==> src/rpcc_pkg.sv <==
`timescale 1ns / 1ps
`default_nettype none

package rpcc_pkg;

  // Fixed field widths
  localparam int unsigned RELAY_W = 2;
  localparam int unsigned RELAY_N = 4;
  localparam int unsigned COUNT_W = 32;
  localparam int unsigned PULSE_W = 16;
  localparam int unsigned AUTO_W = 27;
  localparam int unsigned SINCE_W = 10;
  localparam int unsigned CYCLE_W = 17;
  localparam int unsigned LIMIT_W = 24;

  localparam int unsigned RECENT_MS = 800;
  localparam int unsigned MS_PER_SEC = 1000;

  // Register indexes on the configuration port
  localparam logic [2:0] REG_CYCLE_R0 = 3'd0;
  localparam logic [2:0] REG_LIMIT_R0 = 3'd4;

  typedef enum logic [1:0] {
    OP_TICK  = 2'd0,
    OP_PRESS = 2'd1,
    OP_CLR   = 2'd2,
    OP_NONE  = 2'd3
  } op_e_t;

  typedef enum logic [2:0] {
    M_NONE,
    M_UPD,
    M_SCAN,
    M_PRESS,
    M_CLR,
    M_RPT
  } mode_t;

  typedef enum logic [2:0] {
    S_IDLE,
    S_UPD,
    S_CHK,
    S_SCAN,
    S_PRESS,
    S_CLR,
    S_RPT,
    S_DONE
  } state_t;

  typedef struct packed {
    logic [COUNT_W-1:0] cyc;
    logic [COUNT_W-1:0] press;
    logic               active;
    logic [PULSE_W-1:0] pulse;
    logic [AUTO_W-1:0]  autoel;
    logic [SINCE_W-1:0] since;
  } relay_state_t;

  typedef struct packed {
    logic drive;
    logic full;
    logic autof;
    logic recent;
  } relay_flags_t;

  typedef struct packed {
    mode_t              mode;
    logic [RELAY_W-1:0] idx;
    logic [RELAY_W-1:0] rel;
    logic               rel_ok;
    logic               start;
    logic               load_out;
  } seq_ctrl_t;

endpackage

`default_nettype wire

==> src/rpcc_unit.sv <==
`timescale 1ns / 1ps
`default_nettype none

module rpcc_unit #(
  parameter int unsigned PULSE_TICKS = 500,
  parameter int unsigned COUNT_EVERY_PRESS = 0
) (
  input  rpcc_pkg::mode_t                       mode,
  input  rpcc_pkg::relay_state_t                cur,
  input  logic [rpcc_pkg::LIMIT_W-1:0]          limit,
  input  logic [rpcc_pkg::AUTO_W-1:0]           cycle_ms,
  input  logic                                  cycle_nz,
  output rpcc_pkg::relay_state_t                nxt,
  output logic                                  refused,
  output rpcc_pkg::relay_flags_t                flags
);

  logic                             limited;
  logic                             full;
  logic                             due;
  logic                             fire;
  logic [rpcc_pkg::COUNT_W-1:0]     press_inc;
  logic [rpcc_pkg::PULSE_W-1:0]     pulse_inc;

  // Limit and due tests on the visited relay
  assign limited   = (limit > rpcc_pkg::LIMIT_W'(1)) &&
                     (cur.cyc >= rpcc_pkg::COUNT_W'(limit));
  assign full      = (limit == rpcc_pkg::LIMIT_W'(1)) || limited;
  assign due       = cycle_nz && !full && (cur.autoel >= cycle_ms);
  assign press_inc = cur.press + rpcc_pkg::COUNT_W'(1);
  assign pulse_inc = (cur.pulse != '1) ? cur.pulse + rpcc_pkg::PULSE_W'(1) : cur.pulse;
  assign fire      = ((mode == rpcc_pkg::M_SCAN) && due) ||
                     ((mode == rpcc_pkg::M_PRESS) && !limited);

  // Status bits of the visited relay
  assign flags.drive  = cur.active;
  assign flags.full   = full;
  assign flags.autof  = cycle_nz && !full;
  assign flags.recent = (cur.since <= rpcc_pkg::SINCE_W'(rpcc_pkg::RECENT_MS));

  // Next state of the visited relay
  always_comb begin
    nxt     = cur;
    refused = 1'b0;
    unique case (mode)
      rpcc_pkg::M_UPD: begin
        nxt.pulse = pulse_inc;
        if (cur.autoel != '1) nxt.autoel = cur.autoel + rpcc_pkg::AUTO_W'(1);
        if (cur.since != '1) nxt.since = cur.since + rpcc_pkg::SINCE_W'(1);
        if (cur.active && (pulse_inc >= rpcc_pkg::PULSE_W'(PULSE_TICKS))) nxt.active = 1'b0;
      end
      rpcc_pkg::M_SCAN: begin
        if (due) nxt.autoel = '0;
      end
      rpcc_pkg::M_PRESS: begin
        nxt.autoel = '0;
        refused    = limited;
      end
      rpcc_pkg::M_CLR: begin
        nxt.cyc   = '0;
        nxt.press = '0;
      end
      rpcc_pkg::M_NONE, rpcc_pkg::M_RPT: begin
        nxt = cur;
      end
    endcase
    // Drive the coil and count the press
    if (fire) begin
      nxt.active = 1'b1;
      nxt.pulse  = '0;
      nxt.press  = press_inc;
      nxt.since  = '0;
      if ((COUNT_EVERY_PRESS != 0) || press_inc[0]) begin
        nxt.cyc = cur.cyc + rpcc_pkg::COUNT_W'(1);
      end
    end
  end

endmodule

`default_nettype wire

==> src/rpcc_seq.sv <==
`timescale 1ns / 1ps
`default_nettype none

module rpcc_seq #(
  parameter int unsigned RELAYS = 4
) (
  input  logic                         clk,
  input  logic                         rst,
  input  logic                         in_valid,
  input  logic [1:0]                   in_op,
  input  logic [rpcc_pkg::RELAY_W-1:0] in_rel,
  output logic                         in_ready,
  input  logic                         busy,
  input  logic                         out_free,
  output rpcc_pkg::seq_ctrl_t          ctrl
);

  localparam logic [rpcc_pkg::RELAY_W-1:0] LAST = rpcc_pkg::RELAY_W'(RELAYS - 1);

  rpcc_pkg::state_t           state, state_next;
  logic [rpcc_pkg::RELAY_W-1:0] idx, idx_next;
  logic [rpcc_pkg::RELAY_W-1:0] rel;
  logic                         rel_ok;
  logic                         in_ok;
  logic                         accept;
  rpcc_pkg::op_e_t              op_in;

  assign op_in    = rpcc_pkg::op_e_t'(in_op);
  assign in_ok    = ({1'b0, in_rel} < 3'(RELAYS));
  assign in_ready = (state == rpcc_pkg::S_IDLE);
  assign accept   = in_valid && in_ready;

  // State, index and latched relay
  always_ff @(posedge clk) begin
    if (rst) begin
      state  <= rpcc_pkg::S_IDLE;
      idx    <= '0;
      rel    <= '0;
      rel_ok <= 1'b0;
    end else begin
      state <= state_next;
      idx   <= idx_next;
      if (accept) begin
        rel    <= in_rel;
        rel_ok <= in_ok;
      end
    end
  end

  // Advance through the relays one per cycle
  always_comb begin
    state_next    = state;
    idx_next      = idx;
    ctrl.mode     = rpcc_pkg::M_NONE;
    ctrl.idx      = idx;
    ctrl.rel      = rel;
    ctrl.rel_ok   = rel_ok;
    ctrl.start    = accept;
    ctrl.load_out = 1'b0;
    unique case (state)
      rpcc_pkg::S_IDLE: begin
        if (in_valid) begin
          idx_next = '0;
          unique case (op_in)
            rpcc_pkg::OP_TICK:  state_next = rpcc_pkg::S_UPD;
            rpcc_pkg::OP_PRESS: begin
              state_next = in_ok ? rpcc_pkg::S_PRESS : rpcc_pkg::S_RPT;
              if (in_ok) idx_next = in_rel;
            end
            rpcc_pkg::OP_CLR: begin
              state_next = in_ok ? rpcc_pkg::S_CLR : rpcc_pkg::S_RPT;
              if (in_ok) idx_next = in_rel;
            end
            rpcc_pkg::OP_NONE:  state_next = rpcc_pkg::S_RPT;
          endcase
        end
      end
      rpcc_pkg::S_UPD: begin
        ctrl.mode = rpcc_pkg::M_UPD;
        if (idx == LAST) begin
          state_next = rpcc_pkg::S_CHK;
          idx_next   = '0;
        end else begin
          idx_next = idx + rpcc_pkg::RELAY_W'(1);
        end
      end
      rpcc_pkg::S_CHK: begin
        state_next = busy ? rpcc_pkg::S_RPT : rpcc_pkg::S_SCAN;
        idx_next   = '0;
      end
      rpcc_pkg::S_SCAN: begin
        ctrl.mode = rpcc_pkg::M_SCAN;
        if (idx == LAST) begin
          state_next = rpcc_pkg::S_RPT;
          idx_next   = '0;
        end else begin
          idx_next = idx + rpcc_pkg::RELAY_W'(1);
        end
      end
      rpcc_pkg::S_PRESS: begin
        ctrl.mode  = rpcc_pkg::M_PRESS;
        state_next = rpcc_pkg::S_RPT;
        idx_next   = '0;
      end
      rpcc_pkg::S_CLR: begin
        ctrl.mode  = rpcc_pkg::M_CLR;
        state_next = rpcc_pkg::S_RPT;
        idx_next   = '0;
      end
      rpcc_pkg::S_RPT: begin
        ctrl.mode = rpcc_pkg::M_RPT;
        if (idx == LAST) begin
          state_next = rpcc_pkg::S_DONE;
          idx_next   = '0;
        end else begin
          idx_next = idx + rpcc_pkg::RELAY_W'(1);
        end
      end
      rpcc_pkg::S_DONE: begin
        if (out_free) begin
          ctrl.load_out = 1'b1;
          state_next    = rpcc_pkg::S_IDLE;
        end
      end
    endcase
  end

endmodule

`default_nettype wire

==> src/relay_pulse_cycle_counter_core.sv <==
`timescale 1ns / 1ps
`default_nettype none

// Relay pulser with cycle counting for up to four relays. Each input beat is
// a 1 ms tick, a manual press or a count reset (kind in s_tuser, relay in
// s_tdata); each yields one result beat with the coil drive bits, the count
// of the addressed relay and per-relay full, auto and recent flags. A single
// relay update unit visits one relay per cycle under a small sequencer: a tick
// runs update, scan (skipped while a pulse runs) and report passes; a press or
// reset visits its relay, then reports; an unused code or unfitted relay only
// reports. The input is not ready while an item is at work; a finished result
// waits in the output register while the next item is taken. The user must
// write configuration over the APB port only while idle; the block does not
// enforce it. Writing either register of a relay restarts its auto-press timer.

module relay_pulse_cycle_counter_core #(
  parameter int unsigned RELAYS = 4,
  parameter int unsigned PULSE_TICKS = 500,
  parameter int unsigned COUNT_EVERY_PRESS = 0
) (
  input  logic        clk,
  input  logic        rst,
  // Input beat
  input  logic        s_tvalid,
  output logic        s_tready,
  input  logic [7:0]  s_tdata,   // [1:0] relay, [7:2] zero
  input  logic [1:0]  s_tuser,   // [1:0] op
  // Result beat
  output logic        m_tvalid,
  input  logic        m_tready,
  output logic [55:0] m_tdata,   // [3:0] relay_drive, [35:4] cycle_count,
                                 // [39:36] full_flags, [43:40] auto_flags,
                                 // [47:44] recent_flags, [48] refused, [55:49] zero
  // Configuration port
  input  logic        psel,
  input  logic        penable,
  input  logic        pwrite,
  input  logic [4:0]  paddr,
  input  logic [31:0] pwdata,
  output logic [31:0] prdata,
  output logic        pready
);

  localparam int unsigned IDX_W = (RELAYS > 2) ? 2 : 1;

  rpcc_pkg::seq_ctrl_t    ctrl;
  rpcc_pkg::relay_state_t st [RELAYS];
  rpcc_pkg::relay_state_t nxt;
  rpcc_pkg::relay_flags_t flags;

  logic [rpcc_pkg::CYCLE_W-1:0] cycle_sec [RELAYS];
  logic [rpcc_pkg::AUTO_W-1:0]  cycle_ms  [RELAYS];
  logic [rpcc_pkg::LIMIT_W-1:0] limit     [RELAYS];

  logic [IDX_W-1:0]   ridx;
  logic [IDX_W-1:0]   cidx;
  logic [2:0]         creg;
  logic               cfg_wr;
  logic               cfg_ok;
  logic               writes_back;
  logic               busy;
  logic               unit_refused;
  logic [RELAYS-1:0]  active_vec;

  logic [rpcc_pkg::RELAY_N-1:0] drive_acc, full_acc, auto_acc, recent_acc;
  logic [rpcc_pkg::COUNT_W-1:0] count_acc;
  logic                         refused_acc;

  logic [rpcc_pkg::RELAY_N-1:0] relay_drive, full_flags, auto_flags, recent_flags;
  logic [rpcc_pkg::COUNT_W-1:0] cycle_count;
  logic                         refused;

  assign ridx   = ctrl.idx[IDX_W-1:0];
  assign creg   = paddr[4:2];
  assign cidx   = paddr[IDX_W+1:2];
  assign cfg_ok = ({1'b0, paddr[3:2]} < 3'(RELAYS));
  assign cfg_wr = psel && penable && pwrite && pready;
  assign pready = 1'b1;

  assign writes_back = (ctrl.mode == rpcc_pkg::M_UPD) || (ctrl.mode == rpcc_pkg::M_SCAN) ||
                       (ctrl.mode == rpcc_pkg::M_PRESS) || (ctrl.mode == rpcc_pkg::M_CLR);

  // Busy test after the update pass
  always_comb begin
    for (int i = 0; i < RELAYS; i++) active_vec[i] = st[i].active;
  end
  assign busy = |active_vec;

  rpcc_seq #(
    .RELAYS (RELAYS)
  ) u_seq (
    .clk      (clk),
    .rst      (rst),
    .in_valid (s_tvalid),
    .in_op    (s_tuser),
    .in_rel   (s_tdata[1:0]),
    .in_ready (s_tready),
    .busy     (busy),
    .out_free (!m_tvalid || m_tready),
    .ctrl     (ctrl)
  );

  rpcc_unit #(
    .PULSE_TICKS       (PULSE_TICKS),
    .COUNT_EVERY_PRESS (COUNT_EVERY_PRESS)
  ) u_unit (
    .mode     (ctrl.mode),
    .cur      (st[ridx]),
    .limit    (limit[ridx]),
    .cycle_ms (cycle_ms[ridx]),
    .cycle_nz (cycle_sec[ridx] != '0),
    .nxt      (nxt),
    .refused  (unit_refused),
    .flags    (flags)
  );

  // Configuration registers
  always_ff @(posedge clk) begin
    if (rst) begin
      for (int i = 0; i < RELAYS; i++) begin
        cycle_sec[i] <= '0;
        cycle_ms[i]  <= '0;
        limit[i]     <= '0;
      end
    end else if (cfg_wr && cfg_ok) begin
      if (creg < rpcc_pkg::REG_LIMIT_R0) begin
        cycle_sec[cidx] <= pwdata[rpcc_pkg::CYCLE_W-1:0];
        cycle_ms[cidx]  <= rpcc_pkg::AUTO_W'(pwdata[rpcc_pkg::CYCLE_W-1:0]) *
                           rpcc_pkg::AUTO_W'(rpcc_pkg::MS_PER_SEC);
      end else begin
        limit[cidx] <= pwdata[rpcc_pkg::LIMIT_W-1:0];
      end
    end
  end

  // Read back the addressed register
  always_comb begin
    prdata = '0;
    if (cfg_ok) begin
      if (creg < rpcc_pkg::REG_LIMIT_R0) prdata = 32'(cycle_sec[cidx]);
      else                               prdata = 32'(limit[cidx]);
    end
  end

  // Relay state: write back the unit, restart the timer on a config write
  always_ff @(posedge clk) begin
    if (rst) begin
      for (int i = 0; i < RELAYS; i++) st[i] <= '0;
    end else if (cfg_wr && cfg_ok) begin
      st[cidx].autoel <= '0;
    end else if (writes_back) begin
      st[ridx] <= nxt;
    end
  end

  // Gather the report pass
  always_ff @(posedge clk) begin
    if (ctrl.start) begin
      drive_acc   <= '0;
      full_acc    <= '0;
      auto_acc    <= '0;
      recent_acc  <= '0;
      count_acc   <= '0;
      refused_acc <= 1'b0;
    end else begin
      if (ctrl.mode == rpcc_pkg::M_PRESS) refused_acc <= unit_refused;
      if (ctrl.mode == rpcc_pkg::M_RPT) begin
        drive_acc[ctrl.idx]  <= flags.drive;
        full_acc[ctrl.idx]   <= flags.full;
        auto_acc[ctrl.idx]   <= flags.autof;
        recent_acc[ctrl.idx] <= flags.recent;
        if (ctrl.rel_ok && (ctrl.idx == ctrl.rel)) count_acc <= st[ridx].cyc;
      end
    end
  end

  // Result register
  always_ff @(posedge clk) begin
    if (rst) begin
      m_tvalid <= 1'b0;
    end else if (ctrl.load_out) begin
      m_tvalid <= 1'b1;
    end else if (m_tready) begin
      m_tvalid <= 1'b0;
    end
  end

  always_ff @(posedge clk) begin
    if (ctrl.load_out) begin
      relay_drive  <= drive_acc;
      cycle_count  <= count_acc;
      full_flags   <= full_acc;
      auto_flags   <= auto_acc;
      recent_flags <= recent_acc;
      refused      <= refused_acc;
    end
  end

  assign m_tdata = {7'b0, refused, recent_flags, auto_flags, full_flags,
                    cycle_count, relay_drive};

  // The input is closed while the unit works on an item
  a_closed_while_busy: assert property (@(posedge clk) disable iff (rst)
    (ctrl.mode != rpcc_pkg::M_NONE) |-> !s_tready)
    else $error("input ready while an item is at work");

  // A coil only starts on a press or an auto scan
  a_drive_source: assert property (@(posedge clk) disable iff (rst)
    (|(active_vec & ~$past(active_vec))) |->
      ($past(ctrl.mode) == rpcc_pkg::M_SCAN || $past(ctrl.mode) == rpcc_pkg::M_PRESS))
    else $error("coil driven outside a press");

  // A result is loaded only when the output register is free
  a_no_overwrite: assert property (@(posedge clk) disable iff (rst)
    ctrl.load_out |-> (!m_tvalid || m_tready))
    else $error("pending result overwritten");

  // A refused press never drives its coil
  a_refused_idle: assert property (@(posedge clk) disable iff (rst)
    (ctrl.mode == rpcc_pkg::M_PRESS && unit_refused) |=> $stable(active_vec))
    else $error("refused press changed the drive");

endmodule

`default_nettype wire
==> config.mk <==
export PLATFORM = sky130hd
export DESIGN_NAME = relay_pulse_cycle_counter_core
export DESIGN_NICKNAME = d
export VERILOG_FILES = /design/src/rpcc_pkg.sv /design/src/rpcc_unit.sv /design/src/rpcc_seq.sv /design/src/relay_pulse_cycle_counter_core.sv
export SDC_FILE = /design/constraint.sdc
export NUM_CORES = 1
export LEC_CHECK = 0
export ABC_AREA = 1
export BUFFER_PORTS_ARGS = -buffer_cell sky130_fd_sc_hd__buf_2
export CORE_UTILIZATION = 45
export CTS_CLUSTER_SIZE = 25
export DETAILED_ROUTE_END_ITERATION = 16
export HOLD_SLACK_MARGIN = 0.02
export SYNTH_ARGS = -nofsm -noshare
export SYNTH_HDL_FRONTEND = slang
export SYNTH_SLANG_ARGS = --single-unit
export TNS_END_PERCENT = 30
==> constraint.sdc <==
create_clock -name clk -period 6.7 [get_ports clk]
set_input_delay 0.335 -clock clk [delete_from_list [all_inputs] [get_ports clk]]
set_output_delay 0.335 -clock clk [all_outputs]
set_load 0.02 [all_outputs]
==> impl_metrics.py, run 1 <==
metrics = {
    "floorplanning": {
        "die_w_um": 299,
        "core_area_um2": 87200,
        "die-area_um2": 89500,
        "io_pins": 145,
        "start_util_pct": 45.6,
        "rows": 108,
        "dieHeight_um": 299,
    },
    "synth": {
        "synth_xor_area_share_pct": 0.815,
        "synth_compound_area_share_pct": 7.57,
        "ys_top_cells_by_area": "edfxtp_1, nand2_1, nor2_1",
        "synth_edf_count": 649,
        "synth_seq_area_share_pct": 52.0,
        "netlist_instances": 4594,
        "yosysWarnings": 0,
        "synth-seq-cells": 709,
        "synth_top_family_by_area": "simple AND/OR/NAND/NOR gates",
        "async_flop_share_pct": 0,
        "ys.flop_type": "edfxtp_1",
        "avgSynthCellArea_um2": 8.65,
        "syn-cell-area_um2": 39800,
        "synth.distinct_cells": 53,
        "synth_area_leader_cell": "edfxtp_1",
        "synth_simple_gate_area_share_pct": 25.4,
        "post-synth-top-area-fraction_pct": 49.0,
        "muxShareOfSynthArea_pct": 0,
        "synth_fa_ha_area_share_pct": 6.54,
    },
    "setup_path": {
        "critPathArrivalTime_ps": 5750,
        "cpPeakStageDelay_ps": 760,
        "crit_required_ps": 7170,
        "crit_path_end_kind": "flop",
        "cp_slowest_cell": "buf_4",
        "cp-start-kind": "flop",
        "cp_max_fo": 76,
        "critPathKind": "reg2reg",
        "crit_chain": "buf_4, buf_4, o21ai_0, nand2_1, inv_1, ha_1, a21oi_1, o21ai_0, a21oi_1, nand2_1, nor2_1, nand2_1, nand4_2, buf_4, o21ai_2, buf_4, nor2_4, nand3_1, nor2_1",
        "rrSetupSlack_ps": 1430,
        "cpMostUsedCell": "buf_4",
    },
    "global_routing": {
        "grt_pass1_wl_um": 168000,
        "grt_overflow_total": 0,
        "grt_util_all_layers_pct": 23.9,
        "grt_pass1_vias": 29900,
        "antenna_found_initial": 0,
        "grt_start_max_net_pins": 158,
    },
    "finish": {
        "fin_nets": 4833,
        "insertedDiodeCount": 0,
        "multi_input_area_um2": 16200,
        "finish.utilization_pct": 50.0,
        "n_fill_cell": 8268,
        "register_area_um2": 20700,
        "areaGrowthSynthToFinish_pct": 9.64,
        "drive_gt1_share_pct": 7.78,
    },
    "detailed_routing": {
        "drtIter0Drc": 2449,
        "drt-wirelength-per-cell_um": 18.5,
        "routed_wl_um": 108000,
        "drt_pass1_iterations": 5,
        "ant_nets": 0,
        "viasPerCell": 5.37,
        "vias": 31200,
        "route.detailed.drc": 0,
    },
    "clock_network": {
        "cts_tree": "yes",
        "cts-buffers-inserted": 79,
        "clock_latency_ps": 650,
        "cts_buffer_depth": 3,
        "clk_pin_slew_worst_paths_ps": 60,
        "root_buffer": "clkbuf_16",
        "htree_num_levels": 3,
        "post_cts_buffers": 0,
        "cts.sinks": 709,
    },
    "timing": {
        "min_period_ps": 5270,
        "relSlewSlack_pct": 26.8,
        "slew_viol_final": 0,
        "worst_pin_slew_ps": 1090,
        "hold_viol_final": 0,
        "fmaxAchievable_ghz": 0.190,
        "setup_tns_ps": 0,
        "fin_crit_sh_pct": 78.7,
        "fin_skew_ps": 31.3,
        "rsz0062_at_grt": "no",
        "setup_viol": 0,
    },
    "pwr": {
        "powerDensity_nw_per_um2": 396,
        "p_leak_uw": 0.0181,
        "ir_worst_vdd_mv": 0.327,
    },
    "place": {
        "gp_congestion": 0.920,
        "dp_hpwl_um": 65800,
        "numPortBuffers": 112,
    },
    "outcome": {
        "status": "finished clean",
    },
    "hold_path": {
        "min_path_type": "in2reg",
    },
    "run": {
        "maxCapViolations": 0,
    },
}
[cell families after synthesis]
family	after synthesis
fa+ha+maj	173
buf+inv	697
other cells	2
flops	709
simple gates	2445
compound gates	531
xor+xnor	37
[synth_stat cells, types with 32 or more instances]
master / n
nand2_1: 1107
nor2_1: 811
edfxtp_1: 649
inv_1: 419
nand3_1: 365
o21ai_0: 202
a21oi_1: 199
clkbuf_1: 127
ha_1: 115
dfxtp_1: 60
fa_1: 58
nor3_1: 52
buf_4: 46
buf_2: 39
nand4_1: 32
xor2_1: 32
[report_power, final]
part	switching [µW]	total, µW	internal, µW	leakage [µW]
Sequential	197	5750	5550	0.00694
Clock	1800	4200	2400	0.00120
Combinational	5210	7300	2090	0.0100
[layer usage]
| metal | wire length, µm | GRT usage [%] |
|---|---|---|
| met1 | 47100 | 32.1 |
| met2 | 51900 | 40.4 |
| met5 | 0 | 0 |
| met3 | 6550 | 3.49 |
| met4 | 2320 | 6.45 |
[path summary, 6_finish.rpt]
path,startpoint,endpoint,depth (start not counted)
worst max-delay path,flop,st[1][40],19
worst min-delay path,pwdata[23],limit[0][23],3
worst max register to register,flop,st[1][40],19
worst min register to register,auto_acc[1],auto_flags[1],0
[registers in the layout, summed over array words and instances (netlist names), named ones only]
| signal | cells |
|---|---|
| full_acc | 4 |
| full_flags | 4 |
| refused_acc | 1 |
| m_tvalid | 1 |
| refused | 1 |
| u_seq.rel_ok | 1 |
| u_seq.rel | 2 |
| relay_drive | 4 |
| u_seq.idx | 2 |
| cycle_ms | 96 |
| count_acc | 32 |
| st | 348 |
| u_seq.state | 3 |
| auto_acc | 4 |
| cycle_count | 32 |
| recent_acc | 4 |
| limit | 96 |
| drive_acc | 4 |
| auto_flags | 4 |
| recent_flags | 4 |
| cycle_sec | 60 |
[worst max-delay path, delay by kind of cell, from the launching register on]
| family | cells | cell delay, ps |
|---|---|---|
| compound gates | 5 | 670 |
| fa+ha+maj | 1 | 340 |
| buf+inv | 5 | 1980 |
| flops | 1 | 390 |
| simple gates | 8 | 1590 |
[area by class of cell]
cell class / instances / share of cell area (%)
sequential: 709 / 47.5
clock inverter: 41 / 0.864
timing repair buffer: 168 / 2.38
clock buffer: 100 / 4.86
multi-input combinational: 3202 / 37.2
inverter: 446 / 3.87
tap: 1155 / 3.32
[per-stage QoR]
step	area [µm²]	cells	hold slack, ps	power, µW	worst slack, ps
2_1_floorplan	39800	4608	403	11100	2160
3_3_place_gp	41000	5673	408	13000	1330
3_5_place_dp	41000	5673	410	13100	1280
4_1_cts	43600	5821	20.1	17300	1420
5_1_grt	43600	5821	20.8	18500	946
6_report	43600	5821	48.9	17200	1430
[cell usage in the layout (no fill, tap or decap), types with 16 or more instances in the layout]
master,count
ha_1,115
inv_1,418
buf_2,112
nor3_1,52
nand2_1,1097
edfxtp_1,649
fa_1,58
clkinv_1,32
a21oi_1,198
a31oi_1,23
conb_1,16
dfxtp_1,58
nor2_1,805
o21ai_0,201
nand3_1,364
clkbuf_1,16
buf_4,46
clkbuf_16,80
nand4_1,32
nand3_2,26
xor2_1,32
a32o_1,25
o22ai_1,26
[what timing repair did]
action	CTS	global route
hold endpoints to repair	8	0
hold buffers	7	0
gates resized for setup	0	0
(Power assumes the default switching activity.)
==> run 2, diff against run 1 <==
Clock period 6.7 ns to 4.96 ns, I/O delays scaled along.
==> run 2 against run 1 <==
Compared with the run above:
- first-iteration DRC count fell by 13%
- die area did not move
- flip-flop and latch count did not move
- via count barely moved
- largest power group unchanged
==> impl_metrics.py, run 2 (synthesized netlist as in run 1, its figures left out) <==
metrics = {
    "outcome": {
        "status": "finished clean",
    },
    "run": {
        "maxCapViolations": 0,
    },
    "finish": {
        "layout_common_cells": "nand2_1, nor2_1, edfxtp_1",
        "reg.largest.list": "st: 348 flops, cycle_ms: 96 flops, limit: 96 flops",
        "drive_gt1_share_pct": 8.65,
        "final_common_cell": "nand2_1",
        "areaGrowthSynthToFinish_pct": 10.8,
        "finish.instance_area_um2": 44100,
        "fin_nets": 4881,
        "top_register": "st",
        "largest_reg_flops": 348,
    },
    "pwr": {
        "ir_worst_vdd_mv": 0.508,
        "p_leak_uw": 0.0184,
        "powerDensity_nw_per_um2": 535,
    },
    "setup_path": {
        "cpMostUsedCell": "nand2_1",
        "critPathArrivalTime_ps": 4900,
        "crit_path_end_kind": "flop",
        "crit_required_ps": 5420,
        "r2r_end": "st[0][42]",
        "cp_slowest_cell": "nor2_4",
        "critical-path-top-delay-family": "simple AND/OR/NAND/NOR gates",
        "cpPeakStageDelay_ps": 450,
        "rrSetupSlack_ps": 520,
        "worst-path-buf-inv": 5,
        "critPathKind": "reg2reg",
        "crit_chain": "inv_6, buf_12, nand3_1, nand2_1, inv_1, ha_1, nand2_1, inv_1, nand3_1, nor3_1, nand2_1, nand2_1, nand2_1, nand2_1, nand2_2, nand2_1, o21ai_2, buf_4, nor2_4, nand3_1, nor2_1",
        "r2r_cells": 21,
        "cp-start-kind": "flop",
        "cp_max_fo": 52,
    },
    "clock_network": {
        "cts.sinks": 709,
        "root_buffer": "clkbuf_16",
        "cts_buffer_depth": 3,
        "cts-buffers-inserted": 78,
        "clk_pin_slew_worst_paths_ps": 60,
        "clock_latency_ps": 640,
        "cts_tree": "yes",
        "post_cts_buffers": 0,
        "htree_num_levels": 3,
    },
    "global_routing": {
        "use_met1_pct": 31.4,
        "use_met3_pct": 3.25,
        "top_usage_layer": "met2",
        "grt_util_all_layers_pct": 23.9,
        "grt_start_max_net_pins": 120,
        "grt_overflow_total": 0,
        "grt_pass1_wl_um": 168000,
        "grt_pass1_vias": 29700,
        "met2_usage_pct": 41.2,
        "antenna_found_initial": 1,
    },
    "floorplanning": {
        "die-area_um2": 89500,
        "rows": 108,
        "io_pins": 145,
        "start_util_pct": 45.6,
        "dieHeight_um": 299,
        "core_area_um2": 87200,
        "die_w_um": 299,
    },
    "detailed_routing": {
        "routed_wl_um": 108000,
        "ant_nets": 0,
        "drt-wirelength-per-cell_um": 18.4,
        "drt_pass1_iterations": 5,
        "viasPerCell": 5.33,
        "route.detailed.drc": 0,
        "vias": 31300,
        "drtIter0Drc": 2133,
    },
    "timing": {
        "fmaxAchievable_ghz": 0.225,
        "rsz0062_at_grt": "no",
        "slew_viol_final": 0,
        "fin_crit_sh_pct": 89.4,
        "worst_pin_slew_ps": 1110,
        "setup_viol": 0,
        "min_period_ps": 4440,
        "fin_skew_ps": 29.7,
        "hold_viol_final": 0,
        "relSlewSlack_pct": 25.7,
        "setup_tns_ps": 0,
    },
    "hold_path": {
        "worstHoldStart": "s_tuser[1]",
        "hold_depth": 4,
        "min_path_type": "in2reg",
        "min_to": "u_seq.state[1]",
    },
    "place": {
        "placed_area_um2": 41400,
        "dp_hpwl_um": 68600,
        "numPortBuffers": 112,
        "gp_congestion": 0.897,
    },
}
## run 2: cell types whose count changed in the layout (fill, tap and decap cells not counted), moves of 4 or more
cell           before  now
clkinvlp_4          6    2
dlygate4sd3_1       7   12
inv_6               1    5
clkinv_1           32   28
clkbuf_8            4    9
buf_4              46   87
## run 2: tightest hold or removal path: cells and delay by family
kind / cells / cell delay [ps]
compound gates: 1 / 70
fa+ha+maj: 1 / 180
buf+inv: 1 / 120
simple gates: 1 / 60
## run 2: worst max-delay path by stage
stage / to / start / slack, ps / cells after the start
after detailed placement: cycle_ms[2][19] / pwdata[0] / 100 / 20
final: st[0][42] / flop / 520 / 21
after global placement: cycle_ms[2][17] / pwdata[0] / 140 / 19
after floorplan: cycle_ms[0][23] / pwdata[10] / 500 / 19
after global routing: st[0][42] / flop / 160 / 24
after CTS: st[0][42] / flop / 520 / 24
## run 2: repair_timing
action,CTS,global route
hold buffers,12,0
hold endpoints to repair,32,0
resized for setup,0,0
endpoints found under the setup margin,0,0
## run 2: final cells by class
cell class,instances,area (µm²)
fill,8233,43100
sequential,709,20700
multi-input combinational,3202,16200
clock buffer,107,2210
inverter,446,1690
timing repair buffer,217,1450
tap,1155,1450
clock inverter,35,354
antenna,1,2.50
## run 2: where the power goes
group          switching (µW)  internal [µW]
registers                 278           7500
clock network            2400           3450
logic                    7020           2940
total                    9700          13900
## run 2: per-stage QoR
stage                     hold WS (ps)  setup slack, ps  instances  power (µW)  util (%)
after floorplan                    403              503       4608       15000         -
after global placement             408              135       5717       17700      47.5
after detailed placement           409             98.3       5717       17800      47.5
after CTS                         65.3              521       5871       23700      50.6
after global routing               120              159       5871       25200      50.6
final                             87.8              525       5872       23600      50.6
## run 2: per-layer routing
| layer | vias to the layer above | wire length [µm] |
|---|---|---|
| met5 | - | 0 |
| met4 | 0 | 2740 |
| met3 | 166 | 6680 |
| met2 | 904 | 52700 |
| met1 | 14900 | 45800 |
| li1 | 15300 | - |
